==> config.mk <==
export PLATFORM = sky130hd
export DESIGN_NAME = csv_column_drop_filter_unit
export DESIGN_NICKNAME = d
export VERILOG_FILES = /design/src/rtl/cdf_pkg.sv /design/src/rtl/cdf_step.sv /design/src/rtl/csv_column_drop_filter_unit.sv
export SDC_FILE = /design/constraint.sdc
export NUM_CORES = 1
export LEC_CHECK = 0
export BUFFER_PORTS_ARGS = -buffer_cell sky130_fd_sc_hd__buf_2
export CAP_MARGIN = 5
export CORE_MARGIN = 2
export CORE_UTILIZATION = 49
export CTS_BUF_LIST = sky130_fd_sc_hd__clkbuf_16
export CTS_CLUSTER_SIZE = 24
export DETAILED_ROUTE_END_ITERATION = 10
export PLACE_DENSITY = 0.67
export SYNTH_ARGS = -nofsm -noshare
export SYNTH_HDL_FRONTEND = slang
export SYNTH_SLANG_ARGS = --single-unit
export TNS_END_PERCENT = 5
==> constraint.sdc <==
create_clock -name clk -period 3.6 [get_ports clk]
set_input_delay 0.18 -clock clk [delete_from_list [all_inputs] [get_ports clk]]
set_output_delay 0.18 -clock clk [all_outputs]
set_load 0.02 [all_outputs]
==> src/rtl/cdf_pkg.sv <==
package cdf_pkg;

    localparam int MASK_COLUMNS = 64;
    localparam int MASK_W       = 64;
    localparam int COL_W        = 7;
    localparam int COL_IDX_W    = $clog2(MASK_COLUMNS);
    localparam int COL_SAT      = 64;
    localparam int RUN_MAX      = 5;
    localparam int RUN_LEN_W    = $clog2(RUN_MAX + 1);

    localparam logic [MASK_W-1:0] DROP_MASK_RESET = 64'h0000_077F_FEDF_DFCF;

    localparam logic [7:0] SEP_CHAR = 8'h2C;
    localparam logic [7:0] CHAR_N   = 8'h4E;
    localparam logic [7:0] CHAR_U   = 8'h55;
    localparam logic [7:0] CHAR_L   = 8'h4C;

    typedef struct packed {
        logic [COL_W-1:0] col;
        logic             nonempty;
        logic             emitted;
    } rec_state_t;

    typedef struct packed {
        logic [RUN_MAX-1:0][7:0] bytes;
        logic [RUN_LEN_W-1:0]    len;
        logic                    bv;
        logic                    done;
    } run_t;

endpackage

==> src/rtl/cdf_step.sv <==
module cdf_step
(
    input  cdf_pkg::rec_state_t             st,
    input  logic [7:0]                      ch,
    input  logic                            last,
    input  logic [cdf_pkg::MASK_W-1:0]      mask,
    output cdf_pkg::run_t                   run,
    output cdf_pkg::rec_state_t             st_next
);
    import cdf_pkg::*;

    logic kept;
    logic null_emit;
    logic sep;

    always_comb
    begin
        kept = (st.col >= COL_W'(MASK_COLUMNS)) || !mask[st.col[COL_IDX_W-1:0]];
        null_emit = 1'b0;
        sep = 1'b0;
        run.bytes = '0;
        run.len = '0;
        run.bv = 1'b1;
        run.done = last;
        st_next = st;

        if (ch == SEP_CHAR)
        begin
            null_emit = kept && !st.nonempty;
            sep = null_emit && st.emitted;
            if (null_emit)
            begin
                if (sep)
                begin
                    run.bytes = {CHAR_L, CHAR_L, CHAR_U, CHAR_N, SEP_CHAR};
                    run.len = RUN_LEN_W'(5);
                end
                else
                begin
                    run.bytes = {8'h00, CHAR_L, CHAR_L, CHAR_U, CHAR_N};
                    run.len = RUN_LEN_W'(4);
                end
            end
            if (st.col < COL_W'(COL_SAT))
            begin
                st_next.col = st.col + COL_W'(1);
            end
            st_next.nonempty = 1'b0;
            st_next.emitted = st.emitted | null_emit;
        end
        else
        begin
            if (kept)
            begin
                sep = !st.nonempty && st.emitted;
                if (sep)
                begin
                    run.bytes[0] = SEP_CHAR;
                    run.bytes[1] = ch;
                    run.len = RUN_LEN_W'(2);
                end
                else
                begin
                    run.bytes[0] = ch;
                    run.len = RUN_LEN_W'(1);
                end
            end
            st_next.nonempty = 1'b1;
            st_next.emitted = st.emitted | kept;
        end

        // record end with nothing to send still needs a marker word
        if (last)
        begin
            if (run.len == '0)
            begin
                run.len = RUN_LEN_W'(1);
                run.bv = 1'b0;
            end
            st_next = '0;
        end
    end

endmodule

==> src/rtl/csv_column_drop_filter_unit.sv <==
// An accepted input byte is held in the input queue, then loaded into the run register that drives the output.
// Throughput: 1 input word per cycle while each byte yields at most one word and m_tready is high;
// an item yields 0 to 5 words (separator plus NULL) at one word per cycle while m_tready is high.
// A 2-entry input queue keeps s_tready registered and independent of m_tready.
// Reset (rst_n low, async): queue and output empty, column state cleared,
// drop_mask back to 0x077FFEDFDFCF.
module csv_column_drop_filter_unit
(
    input  logic                         clk,
    input  logic                         rst_n,
    input  logic                         drop_mask_we,
    input  logic [cdf_pkg::MASK_W-1:0]   drop_mask_wdata,
    input  logic                         s_tvalid,
    output logic                         s_tready,
    input  logic [7:0]                   s_tdata,   // [7:0] char_in
    input  logic                         s_tlast,   // record_end
    output logic                         m_tvalid,
    input  logic                         m_tready,
    output logic [15:0]                  m_tdata,   // [7:0] char_out, [8] last_of_run
    output logic                         m_tuser,   // byte_valid
    output logic                         m_tlast    // record_done
);
    import cdf_pkg::*;

    logic [MASK_W-1:0] mask_reg;
    logic [1:0][7:0]   q_char_reg;
    logic [1:0]        q_last_reg;
    logic              wr_ptr_reg;
    logic              rd_ptr_reg;
    logic [1:0]        cnt_reg;
    rec_state_t        st_reg;
    rec_state_t        st_next;
    run_t              run_reg;
    run_t              run_calc;
    run_t              run_next;

    logic push;
    logic pop_out;
    logic run_free;
    logic load;

    assign s_tready = (cnt_reg != 2'd2);
    assign push     = s_tvalid && s_tready;
    assign m_tvalid = (run_reg.len != '0);
    assign pop_out  = m_tvalid && m_tready;
    assign run_free = (run_reg.len == '0) || ((run_reg.len == RUN_LEN_W'(1)) && m_tready);
    assign load     = (cnt_reg != 2'd0) && run_free;

    cdf_step u_step
    (
        .st      (st_reg),
        .ch      (q_char_reg[rd_ptr_reg]),
        .last    (q_last_reg[rd_ptr_reg]),
        .mask    (mask_reg),
        .run     (run_calc),
        .st_next (st_next)
    );

    always_comb
    begin
        run_next = run_reg;
        if (load)
        begin
            run_next = run_calc;
        end
        else if (pop_out)
        begin
            run_next.bytes = run_reg.bytes >> 8;
            run_next.len = run_reg.len - RUN_LEN_W'(1);
        end
    end

    always_ff @(posedge clk or negedge rst_n)
    begin
        if (!rst_n)
        begin
            mask_reg   <= DROP_MASK_RESET;
            wr_ptr_reg <= 1'b0;
            rd_ptr_reg <= 1'b0;
            cnt_reg    <= 2'd0;
            st_reg     <= '0;
            run_reg    <= '0;
        end
        else
        begin
            if (drop_mask_we)
            begin
                mask_reg <= drop_mask_wdata;
            end
            if (push)
            begin
                wr_ptr_reg <= ~wr_ptr_reg;
            end
            if (load)
            begin
                rd_ptr_reg <= ~rd_ptr_reg;
                st_reg     <= st_next;
            end
            if (push && !load)
            begin
                cnt_reg <= cnt_reg + 2'd1;
            end
            else if (!push && load)
            begin
                cnt_reg <= cnt_reg - 2'd1;
            end
            run_reg <= run_next;
        end
    end

    // queue payload, no reset needed
    always_ff @(posedge clk)
    begin
        if (push)
        begin
            q_char_reg[wr_ptr_reg] <= s_tdata;
            q_last_reg[wr_ptr_reg] <= s_tlast;
        end
    end

    always_comb
    begin
        m_tdata       = '0;
        m_tdata[7:0]  = run_reg.bytes[0];
        m_tdata[8]    = (run_reg.len == RUN_LEN_W'(1));
        m_tuser       = run_reg.bv;
        m_tlast       = run_reg.done && (run_reg.len == RUN_LEN_W'(1));
    end

    a_done_is_last: assert property (@(posedge clk) disable iff (!rst_n)
        m_tvalid && m_tlast |-> m_tdata[8])
        else $error("record_done without last_of_run");

    a_marker_closes: assert property (@(posedge clk) disable iff (!rst_n)
        m_tvalid && !m_tuser |-> m_tlast && m_tdata[8])
        else $error("bare marker not closing a record");

    a_run_len: assert property (@(posedge clk) disable iff (!rst_n)
        run_reg.len <= RUN_LEN_W'(RUN_MAX))
        else $error("run length overflow");

    a_null_start: assert property (@(posedge clk) disable iff (!rst_n)
        load && (run_calc.len > RUN_LEN_W'(2)) |->
            (run_calc.bytes[0] == SEP_CHAR) || (run_calc.bytes[0] == CHAR_N))
        else $error("long run does not start with separator or NULL");

    a_col_sat: assert property (@(posedge clk) disable iff (!rst_n)
        st_reg.col <= COL_W'(COL_SAT))
        else $error("column index past saturation");

endmodule
==> metrics <==
status complete, no violations; total clock sinks 120; class of the worst hold path in -> reg; Worst Max-Slew Pin Slew 0.987 ns; uppermost layer routed met4; post-CTS sizing 0; Rel. slew slack 0.342; share of layout cells above drive strength 1 0.432; Worst EP arrival 3.13 ns; Layout Cells excl Fill 705; Met1 Wirelength 5.42 mm; Placement Setup Slack 0.825 ns; postcts setup bufs 0; max reg flops 64; largest net degree at the start of global routing 79; XOR/XNOR Fraction of Synth Area 0.0154; drt total wl 11.8 mm; pwr dens 670 nW/um2; Setup-failing EPs final 0; CTS tree built; CP max-delay cell mux4_1; clock buffer depth 2; Initial Util 0.499; Tot Pwr 4.75 mW; Distinct cells, synth 55; core footprint 11400 um2; RSZ-0062 raised after global routing false; placed cells 640; maximum net fanout on the critical path 19; routed vias/inst 5.47; H-tree levels 4; number of synthesized flops with an enable pin 18; Worst Slack Setup Final 0.791 ns; Max-Cap Viols 0; critical path's largest stage delay 0.58 ns; worst vdd rail ir drop 0.410 mV; post-synthesis cell count 429; initial antenna violation count 0; Die Wd 112 um; Clock Tree Root clkbuf_16; vias in the first global route 3907; Final Hold Fails 0; WP data required 3.92 ns; All-Layer GR Usage 0.199; Synth Flop Type dfrtp_1; hpwl dp 7.93 mm; drt drc 0; Post-Synth Simple-Gate Area 0.0679; sequential share of the synthesized area 0.553; Ports 98; first-pass GRT wire length 19.6 mm; Port-buffer cells 90; DR vias 3858; Final #Nets 632; synth-to-layout area growth 25.1%; syn avg cell area 13.2 um2; global placer's final weighted congestion 0.801; CP endpoint kind register; post-route ant nets 0; Setup TNS Final 0 ns; met2 wire length 5.66 mm; Fin Clk Skew 0.0103 ns; gr ovfl total 0; Die Y 112 um; sequential cell area 3140 um2; Synth Register Bits 120; Multi-input gate area 2280 um2; drt wl/cell 16.7 um; clock slew at reported path FFs 0.05 ns; clock buffer count from CTS 17; Yosys warnings 0; hold slack final 0.00821 ns; Compound-Gate Fraction of Synth Area 0.0818; final core utilization 0.624; DRT iter0 DRCs 216; Skew-Pair Late Insertion Delay 0.41 ns; crit share post-route 0.780; final max-slew violation count 0; count of filler cells inserted in the layout 881; Mapped Area 5680 um2; ant diodes 0; CP startpoint kind register; Synth Area in Adders 0.0110; metal3 WL 571 um; Synth async-reset ratio 0.850; Max Clk Rate 0.356 GHz; FP Rows 39; first drt pass iteration count 6; Total Die Area 12500 um2; CP Class reg -> reg; Design Area, Final 7100 um2; main combinational cell family by area after synthesis multiplexers; Cell Area, Placed 6180 um2; crit-path cells buf_4 > mux4_1 > mux2_2 > a221oi_2 > a311o_2 > o311a_2 > a32oi_1 > a21oi_1; Leak 3.06 nW; min Tclk post-route 2.81 ns; mux cell area share after synthesis 0.221
[routing by layer]
| layer | vias up | track usage |
|---|---|---|
| li1 | 1797 | - |
| met1 | 1941 | 0.285 |
| met4 | 0 | 0.0700 |
| met2 | 112 | 0.295 |
| met5 | - | 0 |
| met3 | 8 | 0.0544 |
[worst paths after layout]
kind                            cells past startpoint  slack (ns)           startpoint      endpoint
worst max-delay path                                8        0.79            st_reg[2]    m_tdata[3]
worst min-delay path                                2       0.008  drop_mask_wdata[62]  mask_reg[62]
worst max register to register                      8        0.79            st_reg[2]    m_tdata[3]
worst min register to register                      2        0.48           m_tdata[5]    m_tdata[5]
max in group asynchronous                           3        2.17                rst_n  mask_reg[32]
min in group asynchronous                           2        0.47                rst_n    m_tdata[0]
[final cells by class]
| class | count | share of cell area |
|---|---|---|
| Sequential cell | 120 | 0.442 |
| Tap cell | 143 | 0.0252 |
| Inverter | 11 | 0.00582 |
| Multi-Input combinational cell | 265 | 0.321 |
| Clock inverter | 14 | 0.0199 |
| Clock buffer | 18 | 0.0634 |
| Timing Repair Buffer | 134 | 0.122 |
[cells in the final DEF, fill, tap and decap left out, types with 6 or more instances in the layout]
cell / netlist / layout
buf_2: 3 / 89
dlygate4sd3_1: 0 / 33
buf_4: 16 / 12
nor2_1: 33 / 33
dfstp_2: 37 / 37
xnor2_1: 6 / 6
edfxtp_1: 18 / 18
inv_1: 11 / 16
mux2_2: 69 / 69
o21ai_0: 11 / 10
dfrtp_1: 65 / 65
clkbuf_16: 0 / 18
mux4_1: 11 / 11
nand2_1: 22 / 22
mux2i_1: 10 / 10
a21oi_1: 23 / 23
conb_1: 1 / 7
[cells in the mapped netlist (2+ instances only)]
cell type  instances  share of area
a21o_1             2         0.0026
a21oi_1           23          0.020
a221oi_1           3         0.0046
a22oi_1            2         0.0026
a31oi_1            2         0.0022
a32o_1             4         0.0071
a32oi_1            4         0.0062
and3_1             2         0.0022
and4_1             2         0.0031
buf_2              3         0.0026
buf_4             16          0.021
buf_6              2         0.0040
clkbuf_1          16          0.011
dfrtp_1           65           0.29
dfstp_2           37           0.17
edfxtp_1          18          0.095
ha_1               5          0.011
inv_1             11         0.0073
mux2_2            69           0.14
mux2i_1           10          0.018
mux4_1            11          0.051
mux4_2             4          0.016
nand2_1           22          0.015
nand2b_1           3         0.0033
nand3_1            3         0.0026
nand4_1            4         0.0044
nor2_1            33          0.022
nor2b_1            3         0.0033
nor3_1             2         0.0018
o2111ai_1          2         0.0031
o21a_1             3         0.0040
o21ai_0           11         0.0097
o31ai_1            2         0.0026
xnor2_1            6         0.0093
xor2_1             4         0.0062
[worst max-delay path: cells and delay by family (launching register included)]
kind | cells | cell delay (ns)
buf+inv | 1 | 0.24
compound gates | 5 | 1.26
mux | 2 | 0.87
flops | 1 | 0.35
[report_power, final]
part	internal, mW	total, mW	switching, mW
Clock	1.11	1.67	0.566
Sequential	1.70	1.88	0.175
Combinational	0.508	1.20	0.697
[what timing repair did]
action | in CTS | in global routing
hold buffers | 27 | 6
setup endpoints to repair | 0 | 0
hold endpoints to repair | 91 | 6
[logic make-up after synthesis]
| family | after synthesis |
|---|---|
| adder cells (fa/ha/maj) | 5 |
| XOR/XNOR | 10 |
| AND/OR/NAND/NOR | 81 |
| other | 1 |
| multiplexers | 94 |
| flip-flops | 120 |
| AO/OA/AOI/OAI | 68 |
| buffers and inverters | 50 |
(Power assumes the default switching activity.)
